File: config.mk
export PLATFORM = sky130hd
export DESIGN_NAME = scaled_text_cell_renderer_core_flat
export DESIGN_NICKNAME = d
export VERILOG_FILES = /design/src/rtl/stcr_pkg.sv /design/src/rtl/stcr_if.sv /design/src/rtl/stcr_glyph_ram.sv /design/src/rtl/stcr_cell_seq.sv /design/src/rtl/scaled_text_cell_renderer_core.sv /design/src/flat_wrapper.sv
export SDC_FILE = /design/constraint.sdc
export NUM_CORES = 2
export LEC_CHECK = 0
export BUFFER_PORTS_ARGS = -buffer_cell sky130_fd_sc_hd__buf_2
export CAP_MARGIN = 20
export CORE_MARGIN = 2
export CORE_UTILIZATION = 40
export CTS_BUF_LIST = sky130_fd_sc_hd__clkbuf_4
export DETAILED_ROUTE_END_ITERATION = 7
export SLEW_MARGIN = 25
export SYNTH_ARGS = -nofsm -noshare
export SYNTH_HDL_FRONTEND = slang
export SYNTH_SLANG_ARGS = --single-unit
export TNS_END_PERCENT = 5
File: constraint.sdc
create_clock -name clk -period 13.9 [get_ports clk]
set_input_delay 1.39 -clock clk [delete_from_list [all_inputs] [get_ports clk]]
set_output_delay 1.39 -clock clk [all_outputs]
set_load 0.01 [all_outputs]
File: src/rtl/stcr_pkg.sv
// ----------------------------------------------------------------------------
// stcr_pkg: shared definitions of the scaled text cell renderer
// Screen geometry, font layout, input kinds, register indexes and the
// start command that the control logic hands to the cell sequencer.
// ----------------------------------------------------------------------------
package stcr_pkg;

    localparam int SCREEN_WIDTH  = 160;
    localparam int SCREEN_HEIGHT = 80;
    localparam int MAX_SCALE     = 4;

    localparam int GLYPH_FIRST = 32;
    localparam int GLYPH_LAST  = 126;
    localparam int GLYPH_COUNT = GLYPH_LAST - GLYPH_FIRST + 1;
    localparam int GLYPH_AW    = $clog2(GLYPH_COUNT);
    localparam int GLYPH_W     = 40;
    localparam int GLYPH_COLS  = 5;
    localparam int CELL_ROWS   = 7;
    localparam int CELL_COLS   = 6;

    localparam int CHAR_NEWLINE = 10;
    localparam int CHAR_RETURN  = 13;
    localparam int CHAR_SUBST   = 63;

    localparam int KIND_W     = 2;
    localparam int CODE_W     = 8;
    localparam int COORD_W    = 16;
    localparam int COLOR_W    = 16;
    localparam int SCALE_W    = 3;
    localparam int CELL_X_W   = 8;
    localparam int CELL_Y_W   = 7;
    localparam int CELL_DIM_W = 3;
    localparam int CFG_DATA_W = 16;
    localparam int CFG_IDX_W  = 2;

    // working width for unwrapped cursor sums
    localparam int POS_W = COORD_W + 2;
    localparam logic signed [POS_W-1:0] WIDTH_S  = POS_W'(SCREEN_WIDTH);
    localparam logic signed [POS_W-1:0] HEIGHT_S = POS_W'(SCREEN_HEIGHT);

    typedef enum logic [KIND_W-1:0] {
        KIND_CHAR   = 2'd0,
        KIND_CURSOR = 2'd1,
        KIND_GLYPH  = 2'd2,
        KIND_NONE   = 2'd3
    } kind_t;

    typedef enum logic [CFG_IDX_W-1:0] {
        REG_FOREGROUND = 2'd0,
        REG_BACKGROUND = 2'd1,
        REG_SCALE      = 2'd2,
        REG_WRAP       = 2'd3
    } reg_index_t;

    typedef struct packed {
        logic                      start;
        logic signed [COORD_W-1:0] x;
        logic signed [COORD_W-1:0] y;
    } draw_cmd_t;

endpackage

File: src/rtl/stcr_if.sv
// ----------------------------------------------------------------------------
// stcr channel interfaces
// Input item channel and result cell channel, valid/ready handshake.
// ----------------------------------------------------------------------------
interface stcr_item_if;
    logic                               valid;
    logic                               ready;
    logic [stcr_pkg::KIND_W-1:0]        kind;
    logic [stcr_pkg::CODE_W-1:0]        char_code;
    logic [stcr_pkg::GLYPH_W-1:0]       glyph_columns;
    logic signed [stcr_pkg::COORD_W-1:0] new_x;
    logic signed [stcr_pkg::COORD_W-1:0] new_y;

    modport source (output valid, kind, char_code, glyph_columns, new_x, new_y,
                    input ready);
    modport sink (input valid, kind, char_code, glyph_columns, new_x, new_y,
                  output ready);
endinterface

interface stcr_cell_if;
    logic                            valid;
    logic                            ready;
    logic [stcr_pkg::CELL_X_W-1:0]   cell_x;
    logic [stcr_pkg::CELL_Y_W-1:0]   cell_y;
    logic [stcr_pkg::CELL_DIM_W-1:0] cell_width;
    logic [stcr_pkg::CELL_DIM_W-1:0] cell_height;
    logic [stcr_pkg::COLOR_W-1:0]    cell_color;
    logic                            last_cell;

    modport source (output valid, cell_x, cell_y, cell_width, cell_height, cell_color,
                    last_cell, input ready);
    modport sink (input valid, cell_x, cell_y, cell_width, cell_height, cell_color,
                  last_cell, output ready);
endinterface

File: src/rtl/stcr_glyph_ram.sv
// ----------------------------------------------------------------------------
// stcr_glyph_ram: single-port glyph memory
// One write, one read or both per cycle; read data registered.
// ----------------------------------------------------------------------------
module stcr_glyph_ram #(
    parameter int DEPTH = 95,
    parameter int WIDTH = 40,
    parameter int AW    = $clog2(DEPTH)
) (
    input  logic             clk,
    input  logic             we,
    input  logic             re,
    input  logic [AW-1:0]    addr,
    input  logic [WIDTH-1:0] wdata,
    output logic [WIDTH-1:0] rdata
);

    logic [WIDTH-1:0] mem [DEPTH];
    logic [WIDTH-1:0] rdata_reg;

    always_ff @(posedge clk)
    begin
        if (we)
        begin
            mem[addr] <= wdata;
        end
        if (re)
        begin
            rdata_reg <= mem[addr];
        end
    end

    assign rdata = rdata_reg;

endmodule

File: src/rtl/stcr_cell_seq.sv
// ----------------------------------------------------------------------------
// stcr_cell_seq: cell sequencer
// Scans the 7x6 cell grid of one character, one position per cycle while the
// output register is free; clips each cell to screen, loads visible ones there.
// ----------------------------------------------------------------------------
module stcr_cell_seq (
    input  logic                              clk,
    input  logic                              rst_n,
    input  stcr_pkg::draw_cmd_t               cmd,
    input  logic [stcr_pkg::SCALE_W-1:0]      scale,
    input  logic [stcr_pkg::COLOR_W-1:0]      fg_color,
    input  logic [stcr_pkg::COLOR_W-1:0]      bg_color,
    input  logic [stcr_pkg::GLYPH_W-1:0]      glyph,
    output logic                              busy,
    stcr_cell_if.source                       result
);

    typedef enum logic [1:0] {
        ST_IDLE = 2'b01,
        ST_DRAW = 2'b10
    } seq_state_t;

    localparam int PW = stcr_pkg::POS_W;

    seq_state_t        state_reg, state_next;
    logic [2:0]        row_reg, row_next;
    logic [2:0]        col_reg, col_next;
    logic signed [PW-1:0] px_reg, px_next;
    logic signed [PW-1:0] py_reg, py_next;
    logic signed [PW-1:0] xbase_reg, xbase_next;

    logic                                 valid_reg, valid_next;
    logic [stcr_pkg::CELL_X_W-1:0]        cx_reg, cx_next;
    logic [stcr_pkg::CELL_Y_W-1:0]        cy_reg, cy_next;
    logic [stcr_pkg::CELL_DIM_W-1:0]      cw_reg, cw_next;
    logic [stcr_pkg::CELL_DIM_W-1:0]      ch_reg, ch_next;
    logic [stcr_pkg::COLOR_W-1:0]         color_reg, color_next;
    logic                                 last_reg, last_next;

    logic signed [PW-1:0] s_ext;
    logic signed [PW-1:0] px_end, py_end;
    logic signed [PW-1:0] x0, x1, y0, y1;
    logic                 visible, right_end, bottom_end, is_last, scan_end;
    logic                 out_free, step, emit, glyph_lit;

    function automatic logic glyph_bit(input logic [stcr_pkg::GLYPH_W-1:0] g,
                                       input logic [2:0] c, input logic [2:0] r);
        logic [7:0] col_byte;
        begin
            unique case (c)
                3'd0:    col_byte = g[7:0];
                3'd1:    col_byte = g[15:8];
                3'd2:    col_byte = g[23:16];
                3'd3:    col_byte = g[31:24];
                3'd4:    col_byte = g[39:32];
                default: col_byte = 8'd0;   // spacing column
            endcase
            return col_byte[r];
        end
    endfunction

    assign s_ext  = PW'($signed({1'b0, scale}));
    assign px_end = px_reg + s_ext;
    assign py_end = py_reg + s_ext;

    assign x0 = (px_reg < 0) ? '0 : px_reg;
    assign x1 = (px_end > stcr_pkg::WIDTH_S) ? stcr_pkg::WIDTH_S : px_end;
    assign y0 = (py_reg < 0) ? '0 : py_reg;
    assign y1 = (py_end > stcr_pkg::HEIGHT_S) ? stcr_pkg::HEIGHT_S : py_end;

    assign visible = (px_end > 0) && (px_reg < stcr_pkg::WIDTH_S)
                  && (py_end > 0) && (py_reg < stcr_pkg::HEIGHT_S);

    // visible cells form a rectangle, so the last one is at its lower right
    assign right_end  = (col_reg == 3'(stcr_pkg::CELL_COLS - 1))
                     || (px_end >= stcr_pkg::WIDTH_S);
    assign bottom_end = (row_reg == 3'(stcr_pkg::CELL_ROWS - 1))
                     || (py_end >= stcr_pkg::HEIGHT_S);
    assign is_last    = visible && right_end && bottom_end;
    assign scan_end   = (row_reg == 3'(stcr_pkg::CELL_ROWS - 1))
                     && (col_reg == 3'(stcr_pkg::CELL_COLS - 1));

    assign out_free  = !valid_reg || result.ready;
    assign step      = (state_reg == ST_DRAW) && out_free;
    assign emit      = step && visible;
    assign glyph_lit = glyph_bit(glyph, col_reg, row_reg);

    always_comb
    begin
        state_next = state_reg;
        row_next   = row_reg;
        col_next   = col_reg;
        px_next    = px_reg;
        py_next    = py_reg;
        xbase_next = xbase_reg;
        unique case (state_reg)
            ST_IDLE:
            begin
                if (cmd.start)
                begin
                    state_next = ST_DRAW;
                    row_next   = '0;
                    col_next   = '0;
                    px_next    = PW'($signed(cmd.x));
                    py_next    = PW'($signed(cmd.y));
                    xbase_next = PW'($signed(cmd.x));
                end
            end
            ST_DRAW:
            begin
                if (step)
                begin
                    if (is_last || scan_end)
                    begin
                        state_next = ST_IDLE;
                    end
                    else if (col_reg == 3'(stcr_pkg::CELL_COLS - 1))
                    begin
                        col_next = '0;
                        row_next = row_reg + 3'd1;
                        px_next  = xbase_reg;
                        py_next  = py_end;
                    end
                    else
                    begin
                        col_next = col_reg + 3'd1;
                        px_next  = px_end;
                    end
                end
            end
            default:
            begin
                state_next = ST_IDLE;
            end
        endcase
    end

    always_comb
    begin
        valid_next = valid_reg;
        cx_next    = cx_reg;
        cy_next    = cy_reg;
        cw_next    = cw_reg;
        ch_next    = ch_reg;
        color_next = color_reg;
        last_next  = last_reg;
        if (emit)
        begin
            valid_next = 1'b1;
            cx_next    = stcr_pkg::CELL_X_W'(x0);
            cy_next    = stcr_pkg::CELL_Y_W'(y0);
            cw_next    = stcr_pkg::CELL_DIM_W'(x1 - x0);
            ch_next    = stcr_pkg::CELL_DIM_W'(y1 - y0);
            color_next = glyph_lit ? fg_color : bg_color;
            last_next  = is_last;
        end
        else if (result.ready)
        begin
            valid_next = 1'b0;
        end
    end

    always_ff @(posedge clk or negedge rst_n)
    begin
        if (!rst_n)
        begin
            state_reg <= ST_IDLE;
            valid_reg <= 1'b0;
        end
        else
        begin
            state_reg <= state_next;
            valid_reg <= valid_next;
        end
    end

    always_ff @(posedge clk)
    begin
        row_reg   <= row_next;
        col_reg   <= col_next;
        px_reg    <= px_next;
        py_reg    <= py_next;
        xbase_reg <= xbase_next;
        cx_reg    <= cx_next;
        cy_reg    <= cy_next;
        cw_reg    <= cw_next;
        ch_reg    <= ch_next;
        color_reg <= color_next;
        last_reg  <= last_next;
    end

    assign busy               = (state_reg == ST_DRAW);
    assign result.valid       = valid_reg;
    assign result.cell_x      = cx_reg;
    assign result.cell_y      = cy_reg;
    assign result.cell_width  = cw_reg;
    assign result.cell_height = ch_reg;
    assign result.cell_color  = color_reg;
    assign result.last_cell   = last_reg;

endmodule

File: src/rtl/scaled_text_cell_renderer_core.sv
// ----------------------------------------------------------------------------
// scaled_text_cell_renderer_core: 5x7 font text engine
// Keeps the text cursor and the glyph memory, handles control codes and
// wrap, and starts the cell sequencer for each drawn character.
// ----------------------------------------------------------------------------
//  channel   dir  transfer moves
//  item      in   kind, char_code, glyph_columns, new_x, new_y
//  result    out  cell_x, cell_y, cell_width, cell_height, cell_color, last_cell
//  cfg       in   cfg_write_enable, cfg_index, cfg_data (write only)
//
//  Cursor set, glyph load, control codes and dropped characters do not start
//  the sequencer. For a drawn character the sequencer visits one grid position
//  per cycle and stops after the last visible cell, or at the grid's end if none.
//  Result stalls hold the sequencer; item.ready is low while it draws.
//  Reset zeroes the cursor, presets the registers, leaves the glyph memory.
// ----------------------------------------------------------------------------
module scaled_text_cell_renderer_core (
    input  logic                              clk,
    input  logic                              rst_n,
    input  logic                              cfg_write_enable,
    input  logic [stcr_pkg::CFG_IDX_W-1:0]    cfg_index,
    input  logic [stcr_pkg::CFG_DATA_W-1:0]   cfg_data,
    stcr_item_if.sink                         item,
    stcr_cell_if.source                       result
);

    localparam int PW = stcr_pkg::POS_W;

    logic [stcr_pkg::COLOR_W-1:0]  fg_reg, fg_next;
    logic [stcr_pkg::COLOR_W-1:0]  bg_reg, bg_next;
    logic [stcr_pkg::SCALE_W-1:0]  scale_reg, scale_next;
    logic                          wrap_reg, wrap_next;
    logic signed [stcr_pkg::COORD_W-1:0] col_reg, col_next;
    logic signed [stcr_pkg::COORD_W-1:0] row_reg, row_next;

    logic [stcr_pkg::SCALE_W-1:0]  scale_wr;
    logic                          accept, busy;
    logic                          is_char, is_glyph, is_cursor;
    logic                          code_ok, is_nl, is_cr, wrap_hit, below, above;
    logic [stcr_pkg::CODE_W-1:0]   draw_code, ram_code;
    logic [stcr_pkg::GLYPH_AW-1:0] ram_addr;
    logic [stcr_pkg::GLYPH_W-1:0]  glyph;
    logic signed [PW-1:0]          s_ext, s6, s7, s8, col_ext, row_ext, yw_ext;
    logic signed [stcr_pkg::COORD_W-1:0] row_nl, x_w, y_w, col_adv;
    stcr_pkg::draw_cmd_t           cmd;

    assign accept    = item.valid && item.ready;
    assign item.ready = !busy;
    assign is_char   = (item.kind == stcr_pkg::KIND_CHAR);
    assign is_glyph  = (item.kind == stcr_pkg::KIND_GLYPH);
    assign is_cursor = (item.kind == stcr_pkg::KIND_CURSOR);

    assign code_ok   = (item.char_code >= stcr_pkg::CODE_W'(stcr_pkg::GLYPH_FIRST))
                    && (item.char_code <= stcr_pkg::CODE_W'(stcr_pkg::GLYPH_LAST));
    assign is_nl     = (item.char_code == stcr_pkg::CODE_W'(stcr_pkg::CHAR_NEWLINE));
    assign is_cr     = (item.char_code == stcr_pkg::CODE_W'(stcr_pkg::CHAR_RETURN));
    assign draw_code = code_ok ? item.char_code : stcr_pkg::CODE_W'(stcr_pkg::CHAR_SUBST);
    assign ram_code  = is_glyph ? item.char_code : draw_code;
    assign ram_addr  = stcr_pkg::GLYPH_AW'(ram_code
                                           - stcr_pkg::CODE_W'(stcr_pkg::GLYPH_FIRST));

    // cursor edge tests run on unwrapped sums
    assign s_ext   = PW'($signed({1'b0, scale_reg}));
    assign s6      = PW'(6) * s_ext;
    assign s7      = PW'(7) * s_ext;
    assign s8      = PW'(8) * s_ext;
    assign col_ext = PW'(col_reg);
    assign row_ext = PW'(row_reg);
    assign row_nl  = stcr_pkg::COORD_W'(row_ext + s8);

    assign wrap_hit = wrap_reg && ((col_ext + s6) > stcr_pkg::WIDTH_S);
    assign x_w      = wrap_hit ? '0 : col_reg;
    assign y_w      = wrap_hit ? row_nl : row_reg;
    assign yw_ext   = PW'(y_w);
    assign below    = (yw_ext >= stcr_pkg::HEIGHT_S);
    assign above    = ((yw_ext + s7) <= 0);
    assign col_adv  = stcr_pkg::COORD_W'(PW'(x_w) + s6);

    assign cmd.start = accept && is_char && !is_nl && !is_cr && !below && !above;
    assign cmd.x     = x_w;
    assign cmd.y     = y_w;

    always_comb
    begin
        col_next = col_reg;
        row_next = row_reg;
        if (accept)
        begin
            if (is_cursor)
            begin
                col_next = item.new_x;
                row_next = item.new_y;
            end
            else if (is_char)
            begin
                priority if (is_nl)
                begin
                    col_next = '0;
                    row_next = row_nl;
                end
                else if (is_cr)
                begin
                    col_next = '0;
                end
                else if (below)
                begin
                    col_next = x_w;
                    row_next = y_w;
                end
                else
                begin
                    col_next = col_adv;
                    row_next = y_w;
                end
            end
        end
    end

    // clamp scale to 1..MAX_SCALE
    always_comb
    begin
        scale_wr = cfg_data[stcr_pkg::SCALE_W-1:0];
        if (scale_wr == '0)
        begin
            scale_wr = stcr_pkg::SCALE_W'(1);
        end
        else if (scale_wr > stcr_pkg::SCALE_W'(stcr_pkg::MAX_SCALE))
        begin
            scale_wr = stcr_pkg::SCALE_W'(stcr_pkg::MAX_SCALE);
        end
    end

    always_comb
    begin
        fg_next    = fg_reg;
        bg_next    = bg_reg;
        scale_next = scale_reg;
        wrap_next  = wrap_reg;
        if (cfg_write_enable)
        begin
            unique case (cfg_index)
                stcr_pkg::REG_FOREGROUND: fg_next    = cfg_data;
                stcr_pkg::REG_BACKGROUND: bg_next    = cfg_data;
                stcr_pkg::REG_SCALE:      scale_next = scale_wr;
                stcr_pkg::REG_WRAP:       wrap_next  = cfg_data[0];
                default:                  fg_next    = fg_reg;
            endcase
        end
    end

    always_ff @(posedge clk or negedge rst_n)
    begin
        if (!rst_n)
        begin
            fg_reg    <= '1;
            bg_reg    <= '0;
            scale_reg <= stcr_pkg::SCALE_W'(1);
            wrap_reg  <= 1'b1;
            col_reg   <= '0;
            row_reg   <= '0;
        end
        else
        begin
            fg_reg    <= fg_next;
            bg_reg    <= bg_next;
            scale_reg <= scale_next;
            wrap_reg  <= wrap_next;
            col_reg   <= col_next;
            row_reg   <= row_next;
        end
    end

    stcr_glyph_ram #(
        .DEPTH (stcr_pkg::GLYPH_COUNT),
        .WIDTH (stcr_pkg::GLYPH_W)
    ) u_glyph_ram (
        .clk   (clk),
        .we    (accept && is_glyph && code_ok),
        .re    (accept && is_char),
        .addr  (ram_addr),
        .wdata (item.glyph_columns),
        .rdata (glyph)
    );

    stcr_cell_seq u_cell_seq (
        .clk      (clk),
        .rst_n    (rst_n),
        .cmd      (cmd),
        .scale    (scale_reg),
        .fg_color (fg_reg),
        .bg_color (bg_reg),
        .glyph    (glyph),
        .busy     (busy),
        .result   (result)
    );

endmodule

File: src/flat_wrapper.sv
// flat-port wrapper written by rule: the top's interface ports become plain ports
module scaled_text_cell_renderer_core_flat 
  (clk, rst_n, cfg_write_enable, cfg_index, cfg_data, item_valid, item_kind, item_char_code, item_glyph_columns, item_new_x, item_new_y, item_ready, result_valid, result_cell_x, result_cell_y, result_cell_width, result_cell_height, result_cell_color, result_last_cell, result_ready);
  stcr_item_if item_i ();
  stcr_cell_if result_i ();
  input  logic clk;
  input  logic rst_n;
  input  logic cfg_write_enable;
  input  logic [stcr_pkg::CFG_IDX_W-1:0] cfg_index;
  input  logic [stcr_pkg::CFG_DATA_W-1:0] cfg_data;
  input wire logic [$bits(item_i.valid)-1:0] item_valid;
  input wire logic [$bits(item_i.kind)-1:0] item_kind;
  input wire logic [$bits(item_i.char_code)-1:0] item_char_code;
  input wire logic [$bits(item_i.glyph_columns)-1:0] item_glyph_columns;
  input wire logic [$bits(item_i.new_x)-1:0] item_new_x;
  input wire logic [$bits(item_i.new_y)-1:0] item_new_y;
  output wire logic [$bits(item_i.ready)-1:0] item_ready;
  output wire logic [$bits(result_i.valid)-1:0] result_valid;
  output wire logic [$bits(result_i.cell_x)-1:0] result_cell_x;
  output wire logic [$bits(result_i.cell_y)-1:0] result_cell_y;
  output wire logic [$bits(result_i.cell_width)-1:0] result_cell_width;
  output wire logic [$bits(result_i.cell_height)-1:0] result_cell_height;
  output wire logic [$bits(result_i.cell_color)-1:0] result_cell_color;
  output wire logic [$bits(result_i.last_cell)-1:0] result_last_cell;
  input wire logic [$bits(result_i.ready)-1:0] result_ready;
  assign item_i.valid = item_valid;
  assign item_i.kind = item_kind;
  assign item_i.char_code = item_char_code;
  assign item_i.glyph_columns = item_glyph_columns;
  assign item_i.new_x = item_new_x;
  assign item_i.new_y = item_new_y;
  assign item_ready = item_i.ready;
  assign result_valid = result_i.valid;
  assign result_cell_x = result_i.cell_x;
  assign result_cell_y = result_i.cell_y;
  assign result_cell_width = result_i.cell_width;
  assign result_cell_height = result_i.cell_height;
  assign result_cell_color = result_i.cell_color;
  assign result_last_cell = result_i.last_cell;
  assign result_i.ready = result_ready;
  scaled_text_cell_renderer_core u_core (.clk(clk), .rst_n(rst_n), .cfg_write_enable(cfg_write_enable), .cfg_index(cfg_index), .cfg_data(cfg_data), .item(item_i), .result(result_i));
endmodule
==> Yosys cells after proc, flatten, opt, wreduce, memory -nomap -nowiden <==
Memory sizes are Yosys's and may differ from the RTL's. A register that Yosys moved wholly into a read port is not among the register bits.
Index checks and enable logic that the tools add are counted.
{ "word_totals": {"regBits": 167, "ram_bits": 3800, "n_memories": 1} }
{ "op_classes": {"n_addsub": 11, "multipliers": 2, "magnitude_cmp": 17, "eq_ne": 21, "muxes": 50, "n_reduce_logical": 45} }
{ "mem_list": {"columns": ["name", "depth", "word_bits", "rd", "rd_ports_with_merged_regs", "wr", "line", "text"], "rows": [
  ["u_core.u_glyph_ram.mem", 95, 40, 1, 1, 1, "stcr_glyph_ram.sv:18", "logic [WIDTH-1:0] mem [DEPTH];"]
]} }
{ "ops": {"columns": ["op", "n"], "rows": [
  ["$mux W16", 12],
  ["$mux W18", 8],
  ["$pmux W18 S2", 2],
  ["$pmux W8 S5", 1],
  ["$add A18 B4 Y18", 2],
  ["$gt A18 B1 Y1 const B", 2],
  ["$gt A18 B9 Y1 const B", 2],
  ["$lt A18 B1 Y1 const B", 2],
  ["$add A16 B7 Y17", 2],
  ["$mux W3", 11],
  ["$add A16 B7 Y16", 2],
  ["$le A32 B1 Y1 const B", 1],
  ["$mux W7", 3],
  ["$ge A18 B8 Y1 const B", 1],
  ["$ge A18 B9 Y1 const B", 1],
  ["$gt A18 B8 Y1 const B", 1],
  ["$logic_and A1 B1 Y1", 18],
  ["$lt A18 B8 Y1 const B", 1],
  ["$lt A18 B9 Y1 const B", 1],
  ["$eq A8 B4 Y1 const B", 2],
  ["$ge A16 B8 Y1 const B", 1],
  ["$pmux W3 S2", 2],
  ["$reduce_and A2 Y1", 6],
  ["$eq A3 B3 Y1 const B", 3],
  ["29 further kinds", 59]
]} }

==> Logic depth before layout (Yosys ltp) <==
{ "depth": {"ltp_word": 11, "ltp_mapped": 26} }

==> By module <==
From an unflattened synthesis, not the netlist that was laid out.
{ "hier_totals": {"hier_cells": 8547, "hier_area_um2": 159053.8} }
{ "modules_own_cells": {"columns": ["module", "n_inst", "cells_per_inst", "area_per_inst_um2"], "rows": [
  ["stcr_glyph_ram", 1, 7330, 147119.8],
  ["stcr_cell_seq", 1, 575, 6120.9],
  ["scaled_text_cell_renderer_core", 1, 642, 5813.1]
]} }

==> Worst setup path before layout <==
OpenSTA, ideal clock, no wires.
{ "synth_timing": {"path_type": "register -> register", "from": "reg u_core.scale_reg[1] (netlist bit)", "to": "reg u_core.u_cell_seq.py_reg[0] (enable)", "setup_ps": 406, "arrival_ps": 6617, "slack_ps": 6877, "stages_incl_launch_ff": 26, "period_less_slack_ps": 7023, "cell_sequence": "dfrtp_1 -> inv_1 -> ha_1 -> inv_1 -> a21oi_1 -> xnor2_1 -> ha_1 -> a21oi_1 -> a21boi_0 -> or2_1 -> a32o_1 -> o211a_2 -> buf_6 -> nor2_1 -> clkbuf_1 -> mux2_2 -> ha_1 -> a21oi_1 -> o21bai_1 -> a21oi_1 -> or4_1 -> a222oi_1 -> a21oi_1 -> o21bai_1 -> o41ai_2 -> a21oi_1"} }
{ "synth_via": {"elab_chain_len": 11, "elab_cells_between_ends": 31} }
{ "synth_rtl": {"columns": ["item", "line", "text"], "rows": [
  ["from (decl)", "scaled_text_cell_renderer_core.sv:31", "logic [stcr_pkg::SCALE_W-1:0] scale_reg, scale_next;"],
  ["from (signal assigned)", "scaled_text_cell_renderer_core.sv:157", "scale_reg <= stcr_pkg::SCALE_W'(1);"],
  ["from (signal assigned)", "scaled_text_cell_renderer_core.sv:166", "scale_reg <= scale_next;"],
  ["$mul A2 B3 Y5", "scaled_text_cell_renderer_core.sv:64", "assign s6 = PW'(6) * s_ext;"],
  ["$add A16 B7 Y17", "scaled_text_cell_renderer_core.sv:71", "assign wrap_hit = wrap_reg && ((col_ext + s6) > stcr_pkg::WIDTH_S);"],
  ["$gt A18 B9 Y1", "scaled_text_cell_renderer_core.sv:71", null],
  ["$logic_and A1 B1 Y1", "scaled_text_cell_renderer_core.sv:71", null],
  ["$mux W16", "scaled_text_cell_renderer_core.sv:73", "assign y_w = wrap_hit ? row_nl : row_reg;"],
  ["$add A16 B7 Y17 or $ge A16 B8 Y1 (tied branches)", "scaled_text_cell_renderer_core.sv:76, scaled_text_cell_renderer_core.sv:75", null],
  ["$le A32 B1 Y1 or $logic_not A1 Y1 (tied branches)", "scaled_text_cell_renderer_core.sv:76, scaled_text_cell_renderer_core.sv:79", null],
  ["$logic_not A1 Y1 or $logic_and A1 B1 Y1 (tied branches)", "scaled_text_cell_renderer_core.sv:79", "assign cmd.start = accept && is_char && !is_nl && !is_cr && !below && !above;"],
  ["$logic_and A1 B1 Y1", "scaled_text_cell_renderer_core.sv:79", null],
  ["$ne A2 B1 Y1 (no source line)", null, null],
  ["$reduce_and A5 Y1 (no source line) *", null, null],
  ["to (signal assigned)", "stcr_cell_seq.sv:182", "py_reg <= py_next;"],
  ["to (decl)", "stcr_cell_seq.sv:29", "logic signed [PW-1:0] py_reg, py_next;"]
]} }
Mark *: on every way between the ends. The rest lies on a longest branch, timed or not.
A chain may end at the register's enable or synchronous reset.

==> Worst setup path in the final report <==
{ "layout_timing": {"from": "reg u_core.scale_reg[1] (netlist bit)", "to": "reg u_core.u_cell_seq.px_reg[7] (enable)"} }
{ "layout_via": {"elab_chain_len": 11, "elab_cells_between_ends": 31} }
{ "layout_rtl": {"columns": ["item", "line", "text"], "rows": [
  ["$mul A2 B3 Y5", "scaled_text_cell_renderer_core.sv:64", null],
  ["$add A16 B7 Y17", "scaled_text_cell_renderer_core.sv:71", null],
  ["$gt A18 B9 Y1", "scaled_text_cell_renderer_core.sv:71", null],
  ["$logic_and A1 B1 Y1", "scaled_text_cell_renderer_core.sv:71", null],
  ["$mux W16", "scaled_text_cell_renderer_core.sv:73", null],
  ["$add A16 B7 Y17 or $ge A16 B8 Y1 (tied branches)", "scaled_text_cell_renderer_core.sv:76, scaled_text_cell_renderer_core.sv:75", null],
  ["$le A32 B1 Y1 or $logic_not A1 Y1 (tied branches)", "scaled_text_cell_renderer_core.sv:76, scaled_text_cell_renderer_core.sv:79", null],
  ["$logic_not A1 Y1 or $logic_and A1 B1 Y1 (tied branches)", "scaled_text_cell_renderer_core.sv:79", null],
  ["$logic_and A1 B1 Y1", "scaled_text_cell_renderer_core.sv:79", null],
  ["$ne A2 B1 Y1 (no source line)", null, null],
  ["$reduce_and A4 Y1 (no source line) *", null, null],
  ["to (signal assigned)", "stcr_cell_seq.sv:181", "px_reg <= px_next;"],
  ["to (decl)", "stcr_cell_seq.sv:28", "logic signed [PW-1:0] px_reg, px_next;"]
]} }
Marks and branches as above.

==> summary.md <==
| Metric | Value |
|---|---|
| Post-CTS Setup Repair Bufs | 0 |
| TritonCTS clock tree | yes |
| Hold_sp | item_glyph_columns[32] |
| Clock-pin transition on the worst setup and hold timing paths | 0.06 ns |
| Pre-antenna DRT Iters | 7 |
| Mean area per synthesized cell | 18.38 um^2 |
| Async set or reset register ratio after synthesis | 1.772% |
| Internal power | 19.15 mW |
| Post-route DRC | 0 |
| Sw power | 6.004 mW |
| Post-layout min period | 7.900 ns |
| Largest family of logic cells by synthesized area | multiplexers |
| Critical path endpoint category | flip-flop |
| R2r setup slk | 6.00 ns |
| Reg power frac | 53.2% |
| Max stage delay on crit path | 0.60 ns |
| RD Place Congestion | 0.9122 |
| Share of post-route cells with drive strength above 1 | 27.86% |
| Root buf cell | clkbuf_4 |
| CTS Buf Count | 1103 |
| Mapped Cells | 8476 |
| Drt via density | 5.951 |
| Worst r2r src | u_core.scale_reg[1] |
| Dominant cells by area after synthesis | edfxtp_1 (76%), mux4_2 (6.8%), mux2i_1 (2.7%) |
| Pwr Density | 141.5 nW/um^2 |
| Worst Skew | 0.1127 ns |
| Sequential-to-total area share from yosys stat | 77.02% |
| Share of the synthesized area in the top cell type | 75.87% |
| Tightest Pin Transition | 1.219 ns |
| Simple-Gate Fraction of Synth Area | 2.478% |
| Crit path from | u_core.scale_reg[1] |
| Critical Path RT | 15.16 ns |
| Max reg flops | 3800 |
| GRT overflow | 0 |
| Final #Nets | 9715 |
| H-tree levels | 7 |
| Syn-to-layout area delta | 14.10% |
| HPWL after DPL | 261700 um |
| Synth Area in XOR/XNOR | 0.3959% |
| WL/cell | 30.98 um |
| Type of the worst setup path | flip-flop to flip-flop |
| Synthesized cell area | 155800 um^2 |
| Leak pwr | 57.66 nW |
| Hold Slack | 0.1343 ns |
| Gate power share | 7.3% |
| Worst path slowest cell | dfrtp_1 |
| Worst Path Arrival | 9.16 ns |
| Clk sink count | 4007 |
| Pins over their slew limit | 0 |
| Max-Cap Viols | 0 |
| Die area | 394500 um^2 |
| Reg2reg path depth | 23 |
| Post-synthesis cell type count | 89 |
| Die W | 628.1 um |
| Antenna viol nets, final | 0 |
| Final hold vios | 0 |
| CORE AREA | 388500 um^2 |
| First-pass GRT wire length | 670800 um |
| Switching part of the total power | 23.87% |
| Initial DRC Count | 12650 |
| Pin count of the biggest net entering global routing | 106 |
| Port bufs | 144 |
| Adder-cell share of the synthesized area | 0.4979% |
| Post-synth top flop | edfxtp_1 |
| Area leader, netlist | edfxtp_1 |
| Initial antenna violation count | 31 |
| Number of cells on the worst hold path | 1 |
| Setup repair after global routing missed its margin | false |
| Initial core utilization | 40.10% |
| Peak supply drop | 0.00008980 V |
| Critical Path Start Type | flip-flop |
| Post-synthesis mux area share | 10.59% |
| Worst-path fanout max | 24 |
| Setup-failing EPs final | 0 |
| Status | completed |
| All-Layer GR Usage | 23.84% |
| Warnings, synthesis | 0 |
| Synth Area in Compound Gates | 7.640% |
| Clk network pwr share | 39.5% |
| EDFF count, synth | 3936 |
| Vias | 91640 |
| Clk buf depth | 5 |
| Most frequent cell after synthesis | edfxtp_1 |
| Setup TNS | 0 ns |
| Most frequent cells after synthesis | edfxtp_1 (3936), a21oi_1 (555), mux4_2 (469) |
| Chip Height | 628.1 um |
| Worst Hold Class | primary input to flip-flop |
| Min-Delay Endpoint | u_core.u_glyph_ram.mem[64][32] |
| Fin crit share | 56.83% |
| Row cnt | 229 |
| Flip-flop and latch count after synthesis | 4007 |
| Syn Nets | 8637 |
| Skew-Pair Late Insertion Delay | 1.73 ns |
| Reg-to-Reg End | u_core.u_cell_seq.px_reg[7] |
| Final wirelength | 477200 um |
| Max Clk Rate | 126.6 MHz |
| IO Pins | 145 |
| Vias in the first global route | 92660 |
| Relative max-transition margin | 18.14% |
| # fillers | 33570 |
| Worst path cell trace | inv_1, ha_1, inv_1, a21oi_1, xnor2_1, ha_1, o211ai_1, o21a_1, o41ai_2, a32o_1, o211a_2, nor2_1, mux2_2, ha_1, a21oi_1, o21bai_1, a21oi_1, or4_1, a222oi_1, o2111a_1, o21bai_1, o41ai_2, nand2_2 |
-- worst max path at each step --
stage	end	cells past startpoint
global placement	u_core.u_cell_seq.px_reg[13]	23
global route	u_core.u_cell_seq.px_reg[10]	23
floorplan	u_core.u_cell_seq.py_reg[0]	25
CTS	u_core.u_cell_seq.px_reg[13]	23
detailed placement	u_core.u_cell_seq.px_reg[7]	23
finish	u_core.u_cell_seq.px_reg[7]	23
-- per-layer routing --
metal	up-vias	GRT usage (%)	share of wire, %
li1	37550	-	-
met1	47600	31.42	38
met2	5532	37.47	47
met3	950	5.509	10
met4	4	11.39	4.1
met5	-	0	0.0050
-- cell usage in the layout (no fill, tap or decap), drive strengths merged, types with 16 or more instances in the layout --
cell	n
inv	69
nor3	104
a21oi	556
a21o	17
diode	33
mux2	152
dlygate4sd3	66
xor2	28
mux2i	422
o22ai	183
a211oi	20
a222oi	99
edfxtp	3936
dfrtp	52
a221oi	56
buf	425
xnor2	39
clkbuf	1546
clkinv	139
o31ai	31
o211ai	29
ha	46
nor4	16
nand2b	21
nand2	269
dfstp	19
and3	18
o21ai	457
nor2	254
mux4	469
and2	26
nand3	64
nor2b	24
a22oi	329
-- critical path: cells and delay by family, from the launching register on --
family                     cells  cell delay, ns
AOI/OAI and AO/OA             13            3.74
xor gates and xnor gates       1            0.17
and+or+nand+nor                3            1.20
adders and majority gates      3            1.04
buffers and inverters          2            0.35
muxes                          1            0.34
DFF                            1            0.60
-- through the flow --
step	power, mW	setup WS (ns)	std cells	instance area, um^2	utilization [%]
after floorplan	14.57	6.877	8476	155800	-
after global placement	15.41	5.582	13580	164200	42.27
after detailed placement	15.43	6.027	13580	164400	42.31
after CTS	25.32	6.025	15370	177600	45.71
after global routing	26.06	5.384	15390	177700	45.74
final	25.15	6.000	15400	177800	45.75
-- cell families (layout without fill, tap and decap cells) --
group / after synthesis / in the layout
xor gates and xnor gates: 68 / 68
adders and majority gates: 56 / 56
buffers and inverters: 562 / 2256
muxes: 1043 / 1043
DFF: 4007 / 4007
and+or+nand+nor: 851 / 851
other: 0 / 33
AOI/OAI and AO/OA: 1889 / 1889
-- power groups by stage --
stage / Sequential, mW / Clock, mW / Combinational [mW]
after global placement: 13.6 / 0 / 1.77
after CTS: 13.4 / 10.1 / 1.81
after detailed placement: 13.6 / 0 / 1.79
after floorplan: 13.6 / 0 / 0.958
final: 13.4 / 9.92 / 1.84
after global routing: 13.4 / 10.7 / 1.93
-- cell type report --
type | instances | area, um^2 | area share (%)
multi-input combinational | 3907 | 34660 | 19.50
clock inverter | 175 | 962.2 | 0.5413
inverter | 44 | 165.2 | 0.09291
antenna | 33 | 82.58 | 0.04646
sequential | 4007 | 120000 | 67.50
tap | 5197 | 6502 | 3.658
clock buffer | 1546 | 11610 | 6.529
timing repair buffer | 491 | 3790 | 2.132
-- what timing repair did --
| action | in CTS | in global routing |
|---|---|---|
| gates resized for setup | 0 | 0 |
| hold buffers | 66 | 0 |
| hold endpoints to repair | 352 | 0 |
Note: power is estimated with default switching activity, not from simulation.
